## config.mk

```make
export PLATFORM = sky130hd
export DESIGN_NAME = string_key_bucket_hash_unit
export DESIGN_NICKNAME = d
export VERILOG_FILES = /design/src/hdl/skbh_pkg.sv /design/src/hdl/string_key_bucket_hash_unit.sv
export SDC_FILE = /design/constraint.sdc
export NUM_CORES = 1
export LEC_CHECK = 0
export ABC_AREA = 1
export BUFFER_PORTS_ARGS = -buffer_cell sky130_fd_sc_hd__clkbuf_2
export CORE_ASPECT_RATIO = 0.75
export CORE_MARGIN = 10
export CORE_UTILIZATION = 66
export CTS_BUF_LIST = sky130_fd_sc_hd__clkbuf_2 sky130_fd_sc_hd__clkbuf_4 sky130_fd_sc_hd__clkbuf_8
export DETAILED_ROUTE_END_ITERATION = 8
export PLACE_DENSITY = 0.84
export SETUP_SLACK_MARGIN = 0.4
export SLEW_MARGIN = 10
export SYNTH_ARGS = -nofsm -noshare
export SYNTH_HDL_FRONTEND = slang
export SYNTH_SLANG_ARGS = --single-unit
```

## constraint.sdc

```tcl
create_clock -name clk -period 10.4 [get_ports clk]
set_input_delay 2.08 -clock clk [delete_from_list [all_inputs] [get_ports clk]]
set_output_delay 2.08 -clock clk [all_outputs]
set_load 0.1 [all_outputs]
```

## src/hdl/skbh_pkg.sv

```systemverilog
// ---------------------------------------------------------------------------
// String key bucket hash package
// Widths, constants and the CRC and mix step functions of the hash unit.
// ---------------------------------------------------------------------------
package skbh_pkg;

	localparam int BYTE_W  = 8;
	localparam int CRC_W   = 32;
	localparam int HASH_W  = 64;
	localparam int INDEX_W = 31;
	localparam int LOG2_W  = 5;

	localparam logic [CRC_W-1:0]   CRC_POLY       = 32'hEDB8_8320;
	localparam logic [INDEX_W-1:0] MIX_MULT_LO    = 31'(32'd2654435761);
	localparam logic [LOG2_W-1:0]  TABLE_LOG2_RST = 5'd8;

	typedef logic [CRC_W-1:0]   crc_t;
	typedef logic [HASH_W-1:0]  hash_t;
	typedef logic [INDEX_W-1:0] index_t;
	typedef logic [LOG2_W-1:0]  log2_t;

	function automatic crc_t crc_byte(input crc_t crc_in, input logic [BYTE_W-1:0] data);
		crc_t c;
		c = crc_in ^ {24'd0, data};
		for (int b = 0; b < BYTE_W; b++) begin
			if (c[0]) begin
				c = (c >> 1) ^ CRC_POLY;
			end else begin
				c = c >> 1;
			end
		end
		return c;
	endfunction

	// first four mix steps
	function automatic hash_t mix_lo(input hash_t h_in);
		hash_t h;
		h = h_in;
		h = h + (h << 12);
		h = h ^ (h >> 22);
		h = h + (h << 4);
		h = h ^ (h >> 9);
		return h;
	endfunction

	// last four mix steps
	function automatic hash_t mix_hi(input hash_t h_in);
		hash_t h;
		h = h_in;
		h = h + (h << 10);
		h = h ^ (h >> 2);
		h = h + (h << 7);
		h = h ^ (h >> 12);
		return h;
	endfunction

	function automatic index_t index_mask(input log2_t log2);
		logic [CRC_W-1:0] m;
		m = ~(32'hFFFF_FFFF << log2);
		return m[INDEX_W-1:0];
	endfunction

endpackage

```

## src/hdl/string_key_bucket_hash_unit.sv

```systemverilog
// ---------------------------------------------------------------------------
// String key bucket hash unit
// Bytewise CRC-32 of a key, 64-bit mix and multiplicative reduction to a
// bucket index.
// ---------------------------------------------------------------------------
// Takes one key byte per cycle; every key byte, and the byte-less final item
// of an empty key, is one transfer. The running CRC-32 (reflected, zero
// start, no final inversion) is updated in the input cycle, so back-to-back
// bytes of one key and back-to-back keys run at one item per clock. Each
// final item enters a four-stage pipeline (CRC capture, two mix halves,
// 31-bit multiply) and its result is driven from the multiply stage register.
// Stages hold under backpressure and bubbles close up, so input keeps
// flowing while a result waits, until four results are waiting.
// table_size_log2 is applied at the output and should only be written
// while no key is in flight.
// ---------------------------------------------------------------------------
module string_key_bucket_hash_unit (
	input  logic                          clk,
	input  logic                          arst_n,
	input  logic                          cfg_valid,
	output logic                          cfg_ready,
	input  logic [skbh_pkg::LOG2_W-1:0]   table_size_log2,
	input  logic                          in_valid,
	output logic                          in_ready,
	input  logic [skbh_pkg::BYTE_W-1:0]   key_byte,
	input  logic                          has_byte,
	input  logic                          last,
	output logic                          out_valid,
	input  logic                          out_ready,
	output logic [skbh_pkg::INDEX_W-1:0]  bucket_index,
	output logic [skbh_pkg::CRC_W-1:0]    key_crc
);
	import skbh_pkg::*;

	log2_t  table_log2_q;
	crc_t   crc_acc_q;
	crc_t   crc_next;
	logic   in_xfer;

	logic   v_s1, v_s2, v_s3, v_s4;
	logic   free_s1, free_s2, free_s3, free_s4;
	crc_t   crc_s1, crc_s2, crc_s3, crc_s4;
	hash_t  hash_s2, hash_s3;
	index_t prod_s4;
	index_t prod_full;

	assign cfg_ready = 1'b1;

	always_ff @(posedge clk or negedge arst_n) begin
		if (!arst_n) begin
			table_log2_q <= TABLE_LOG2_RST;
		end else if (cfg_valid) begin
			table_log2_q <= table_size_log2;
		end
	end

	assign free_s4 = !v_s4 || out_ready;
	assign free_s3 = !v_s3 || free_s4;
	assign free_s2 = !v_s2 || free_s3;
	assign free_s1 = !v_s1 || free_s2;
	assign in_ready = free_s1;
	assign in_xfer = in_valid && in_ready;

	assign crc_next = has_byte ? crc_byte(crc_acc_q, key_byte) : crc_acc_q;

	always_ff @(posedge clk or negedge arst_n) begin
		if (!arst_n) begin
			crc_acc_q <= '0;
		end else if (in_xfer) begin
			crc_acc_q <= last ? '0 : crc_next;
		end
	end

	always_ff @(posedge clk or negedge arst_n) begin
		if (!arst_n) begin
			v_s1 <= 1'b0;
			v_s2 <= 1'b0;
			v_s3 <= 1'b0;
			v_s4 <= 1'b0;
		end else begin
			if (free_s1) begin
				v_s1 <= in_valid && last;
			end
			if (free_s2) begin
				v_s2 <= v_s1;
			end
			if (free_s3) begin
				v_s3 <= v_s2;
			end
			if (free_s4) begin
				v_s4 <= v_s3;
			end
		end
	end

	assign prod_full = hash_s3[INDEX_W+2:3] * MIX_MULT_LO;

	always_ff @(posedge clk) begin
		if (free_s1) begin
			crc_s1 <= crc_next;
		end
		if (free_s2) begin
			crc_s2  <= crc_s1;
			hash_s2 <= mix_lo({32'd0, crc_s1});
		end
		if (free_s3) begin
			crc_s3  <= crc_s2;
			hash_s3 <= mix_hi(hash_s2);
		end
		if (free_s4) begin
			crc_s4  <= crc_s3;
			prod_s4 <= prod_full;
		end
	end

	assign out_valid    = v_s4;
	assign key_crc      = crc_s4;
	assign bucket_index = prod_s4 & index_mask(table_log2_q);

endmodule

```

Yosys cells after proc, flatten, opt, wreduce, memory -nomap -nowiden --
Index checks and enable logic that the tools add are counted.
Storage, ports and cells: bits in registers 282, bits of input ports 20, output and inout port bits 66
Cells by class: add/subtract/negate cells 4, $mul 1, shift operators 1, multiplexer cells 10, bitwise logic cells 15, reductions and logical operators 10
Operators by type and width (number):
- $mux W32 | 10
- $not A13 Y14 | 8
- $add A45 B49 Y50 | 1
- $add A48 B48 Y48 | 1
- $xor A48 B41 Y48 | 1
- $add A46 B46 Y46 | 1
- $xor A46 B46 Y46 | 1
- $add A32 B44 Y45 | 1
- $xor A45 B23 Y45 | 1
- $xor A34 B34 Y34 | 1
- $shl A32 B5 Y31 const A | 1
- $xor A32 B8 Y32 | 1
- $and A31 B31 Y31 | 1
- $mul A31 B29 Y31 const B | 1
- $not A31 Y31 | 1
- $logic_not A1 Y1 | 4
- $logic_or A1 B1 Y1 | 4
- $logic_and A1 B1 Y1 | 2

Logic depth before layout (Yosys ltp) --
word-level depth 19, depth in mapped cells 30

Worst setup path after synthesis --
No wires, ideal clock.
kind input port to output port, start point input port out_ready, end point output port in_ready, arrival 8.190 ns, setup slack 0.130 ns, stages 9, path through nor2_1 inv_1 nor2_1 inv_1 nor2_1 inv_1 nor2_1 clkbuf_1 inv_1
Between the ends: cells in the longest elaborated chain, start to end 4
Ends and longest elaborated chain:
- start: declaration | RTL line string_key_bucket_hash_unit.sv:29 | input logic out_ready,
- $logic_or A1 B1 Y1 | RTL line string_key_bucket_hash_unit.sv:57 | assign free_s4 = !v_s4 || out_ready;
- net free_s4 | RTL line string_key_bucket_hash_unit.sv:41 | logic free_s1, free_s2, free_s3, free_s4;
- $logic_or A1 B1 Y1 | RTL line string_key_bucket_hash_unit.sv:58 | assign free_s3 = !v_s3 || free_s4;
- net free_s3 | RTL line string_key_bucket_hash_unit.sv:41
- $logic_or A1 B1 Y1 | RTL line string_key_bucket_hash_unit.sv:59 | assign free_s2 = !v_s2 || free_s3;
- net free_s2 | RTL line string_key_bucket_hash_unit.sv:41
- $logic_or A1 B1 Y1 | RTL line string_key_bucket_hash_unit.sv:60 | assign free_s1 = !v_s1 || free_s2;
- end: declaration | RTL line string_key_bucket_hash_unit.sv:24 | output logic in_ready,
The timed path passes the listed nets, and every way through them passes these cells.

Worst setup path after layout --
start point register hash_s3[8], end point register prod_s4[25], data pin
Between the ends: cells in the longest elaborated chain, start to end 1
Ends and longest elaborated chain:
- start: declaration | RTL line string_key_bucket_hash_unit.sv:43 | hash_t hash_s2, hash_s3;
- start signal: assignment | RTL line string_key_bucket_hash_unit.sv:108 | hash_s3 <= mix_hi(hash_s2);
- $mul A31 B29 Y31 | RTL line string_key_bucket_hash_unit.sv:96 | assign prod_full = hash_s3[INDEX_W+2:3] * MIX_MULT_LO;
- net prod_full[25] | RTL line string_key_bucket_hash_unit.sv:45 | index_t prod_full;
- end signal: assignment | RTL line string_key_bucket_hash_unit.sv:112 | prod_s4 <= prod_full;
- end: declaration | RTL line string_key_bucket_hash_unit.sv:44 | index_t prod_s4;
The timed path passes the listed nets, and every way through them passes these cells. A chain may end at the register's enable or synchronous reset.

==> out/metrics.csv <==
stage,metric,value,unit
outcome,outcome,finished clean,
critical_path,Worst path slowest cell,sky130_fd_sc_hd__edfxtp_1,
critical_path,cell-by-cell listing of the critical path,"inv_1, fa_1, inv_1, fa_1, inv_1, fa_1, inv_1, ha_1, ha_1, fa_1, fa_1, inv_1, fa_1, inv_1, ha_1, nand2_1, nor2_1, inv_1, nor4_1, a21oi_1, o21bai_1, nand3_1, nand2_1, xor2_1",
die,Top Ports,86,
critical_path,kind of start point of the critical path,flop,
die,Initial Util,0.665,
min_path,Hold Path Class,reg -> reg,
layout,Storage cell area,8170,µm²
min_path,endpoint of the worst hold-timing path,crc_s3[20],
grt,antenna violations before repair,0,
clocking,"Hold-fix buffers, CTS",0,
critical_path,required time reported for the critical path endpoint,10.77,ns
critical_path,Setup Crit Path Kind,reg -> reg,
detailed_routing,wire length per cell after detailed routing,19.0,µm
grt,total gr overflow,0,
timing,Total Neg Setup Slack,0,ns
timing,largest clock skew in the final design,0.0529,ns
clocking,TritonCTS Buffers,45,
synth,top area cells in the synthesized netlist,"sky130_fd_sc_hd__edfxtp_1, sky130_fd_sc_hd__ha_1, sky130_fd_sc_hd__fa_1, sky130_fd_sc_hd__inv_1, sky130_fd_sc_hd__nand2_1",
placement,total of buffers placed on input and output ports,84,
timing,slack of the critical path,3.39,ns
critical_path,Critical R2R Capture,prod_s4[25],
detailed_routing,Final Routed Wirelength,80900,µm
synth,distinct cell type count after synthesis,55,
die,number of rows in the core area,67,
detailed_routing,detailed-routing iteration count for the pre-antenna-repair pass,7,
layout,Layout Cells excl Fill,4265,
clocking,total clock sinks,279,
clocking,clock edge transition at the registers on the reported setup and hold paths,0.08,ns
synth,part of the Yosys area used for sequential elements,0.277,
layout,share of layout cells above drive strength 1,0.0549,
layout,total of fill cells in the finished design,3398,
critical_path,worst reg2reg path depth,24,
layout,relative area change from synthesis to final layout,7.20,%
clocking,CTS H-Tree Depth,2,
critical_path,CP max stage delay,0.68,ns
detailed_routing,mean number of vias per cell,5.70,
job,total of max-cap violations,0,
detailed_routing,DR DRC count,0,
grt,first-pass GRT wire length,127000,µm
synth,Synthesis Warnings,0,
clocking,CTS tree,built,
synth,post-synthesis register bit count,279,
timing,number of pins exceeding their max-slew limit in the final report,0,
synth,ys flop type,sky130_fd_sc_hd__edfxtp_1,
min_path,start point of the worst min-delay path,crc_s2[20],
layout,antenna diode instance count,0,
placement,detailed placer's ending HPWL,67500,µm
layout,multi-input gate area in the final layout,18400,µm²
critical_path,cell mode on critical path,sky130_fd_sc_hd__inv_1,
timing,worst slew margin relative to its limit,0.369,
die,Vert. Die Dim,203,µm
placement,global placer's final weighted congestion,1.08,
critical_path,Crit. Startpoint,hash_s3[8],
clocking,total setup buffers inserted after CTS,0,
synth,biggest area consumer among synthesized cells,sky130_fd_sc_hd__edfxtp_1,
critical_path,data arrival time of the critical path,7.37,ns
critical_path,largest fanout on the critical path,9,
synth,fraction of registers with async set/reset,0.147,
critical_path,cell class contributing the biggest share of worst-path delay,adder cells,
timing,Final Hold Violating Endpoints,0,
synth,synthesized net count,4062,
synth,synthesized instance count,3526,
clocking,Post-CTS Resized,0,
critical_path,Setup crit end kind,flop,
clocking,Clk Tree Root Cell,sky130_fd_sc_hd__clkbuf_8,
min_path,Hold Path Depth,0,
synth,total standard cell area after synthesis,29500,µm²
die,Core Region,44400,µm²
timing,slew of the pin with the lowest slew margin,0.943,ns
timing,fin crit share,0.674,
timing,final critical path time including I/O delays and setup,7.01,ns
placement,pre-CTS worst setup slack,3.46,ns
synth,number of enable flip-flop cells after synthesis,238,
detailed_routing,drt first-iter violations,2622,
synth,share of the synthesized area in the top cell type,0.242,
synth,Post-Synthesis Mean Instance Area,8.38,µm²
die,Die Outline Area,53700,µm²
placement,Post-Place Cells,4182,
layout,"most common cell after layout, fill and taps aside",sky130_fd_sc_hd__inv_1,
timing,maximum clock frequency,0.143,GHz
die,horizontal die dimension,264,µm
critical_path,Reg2Reg Launch Point,hash_s3[8],
critical_path,register-to-register setup slack,3.39,ns
layout,total number of nets in the final design,4179,
detailed_routing,total via count in the routed design,24303,
grt,global routing usage summed across all routing layers,0.297,
clocking,Max clock buf depth,3,
timing,unrepaired setup endpoints after global routing,no,
layout,"commonest cells after routing, fill and taps aside","sky130_fd_sc_hd__inv_1, sky130_fd_sc_hd__nand2_1, sky130_fd_sc_hd__ha_1",
timing,number of endpoints failing setup at the final stage,0,
grt,maximum number of pins on one net before global-route repair,67,
critical_path,CP bufs+invs,7,
grt,vias in the first global route,23700,
detailed_routing,antenna violation net count after detailed routing,0,
clocking,insertion delay to the later sink of the worst-skew pair,0.62,ns
## metal layers
metal / vias to the layer above / part of all wire / track usage
li1: 11470 / - / -
met1: 11406 / 0.43 / 0.416
met2: 1242 / 0.44 / 0.462
met3: 185 / 0.10 / 0.0596
met4: 0 / 0.030 / 0.0882
met5: - / 0 / 0
## logic make-up after synthesis
kind of cell | share of synthesized area
other cells | 0.000127
xor+xnor | 0.111
flops | 0.277
simple gates | 0.157
fa+ha+maj | 0.267
buf+inv | 0.0994
mux | 0.000763
compound gates | 0.0871
## Yosys cell counts (15+ instances only)
master	instances
sky130_fd_sc_hd__inv_1	759
sky130_fd_sc_hd__nand2_1	663
sky130_fd_sc_hd__ha_1	324
sky130_fd_sc_hd__edfxtp_1	238
sky130_fd_sc_hd__nor2_1	231
sky130_fd_sc_hd__xor2_1	230
sky130_fd_sc_hd__fa_1	192
sky130_fd_sc_hd__a21oi_1	188
sky130_fd_sc_hd__o21ai_0	163
sky130_fd_sc_hd__nand3_1	136
sky130_fd_sc_hd__xnor2_1	119
sky130_fd_sc_hd__dfrtp_1	40
sky130_fd_sc_hd__nor3_1	25
sky130_fd_sc_hd__nand4_1	23
sky130_fd_sc_hd__o21bai_1	20
sky130_fd_sc_hd__a31oi_1	18
sky130_fd_sc_hd__a21o_1	16
sky130_fd_sc_hd__clkbuf_1	15
## sequential cells by signal, indices dropped and copies added (netlist names), 5 cells and up
| signal | count |
|---|---|
| crc_s2 | 32 |
| key_crc | 32 |
| hash_s2 | 48 |
| crc_s1 | 32 |
| table_log2_q | 5 |
| prod_s4 | 31 |
| hash_s3 | 31 |
| crc_acc_q | 32 |
| crc_s3 | 32 |
## final cells by class
| class | count | share of cell area |
|---|---|---|
| well taps | 586 | 0.0232 |
| multi-input cells | 2467 | 0.582 |
| clock inverters | 23 | 0.00763 |
| repair buffers | 90 | 0.0147 |
| flip-flops and latches | 279 | 0.258 |
| clock buffers | 60 | 0.0241 |
| inverters | 760 | 0.0902 |
## worst max path at each step
stage | depth (start not counted) | end
floorplan | 9 | in_ready
global placement | 11 | in_ready
detailed placement | 24 | prod_s4[25]
CTS | 24 | prod_s4[25]
global route | 24 | prod_s4[25]
finish | 24 | prod_s4[25]
## metrics by stage
step / cell area [µm²] / utilization / hold WS (ns)
finish: 31700 / 0.713 / 0.396
floorplan: 29500 / - / 0.400
detailed placement: 30700 / 0.690 / 0.405
CTS: 31700 / 0.713 / 0.391
global route: 31700 / 0.713 / 0.404
global placement: 30700 / 0.690 / 0.401
## worst register-to-register path: stages (launching register included)
cell and delay (ns):
sky130_fd_sc_hd__edfxtp_1 0.68, sky130_fd_sc_hd__inv_1 0.23, sky130_fd_sc_hd__fa_1 0.58, sky130_fd_sc_hd__inv_1 0.07, sky130_fd_sc_hd__fa_1 0.53, sky130_fd_sc_hd__inv_1 0.05, sky130_fd_sc_hd__fa_1 0.53, sky130_fd_sc_hd__inv_1 0.04
sky130_fd_sc_hd__ha_1 0.29, sky130_fd_sc_hd__ha_1 0.33, sky130_fd_sc_hd__fa_1 0.52, sky130_fd_sc_hd__fa_1 0.55, sky130_fd_sc_hd__inv_1 0.05, sky130_fd_sc_hd__fa_1 0.52, sky130_fd_sc_hd__inv_1 0.05, sky130_fd_sc_hd__ha_1 0.35
sky130_fd_sc_hd__nand2_1 0.14, sky130_fd_sc_hd__nor2_1 0.12, sky130_fd_sc_hd__inv_1 0.06, sky130_fd_sc_hd__nor4_1 0.32, sky130_fd_sc_hd__a21oi_1 0.20, sky130_fd_sc_hd__o21bai_1 0.30, sky130_fd_sc_hd__nand3_1 0.14, sky130_fd_sc_hd__nand2_1 0.10
sky130_fd_sc_hd__xor2_1 0.06
Power is left out: the tool's default activity adds up to more than one toggle a clock period on the data nets, which glitch-free logic cannot reach.
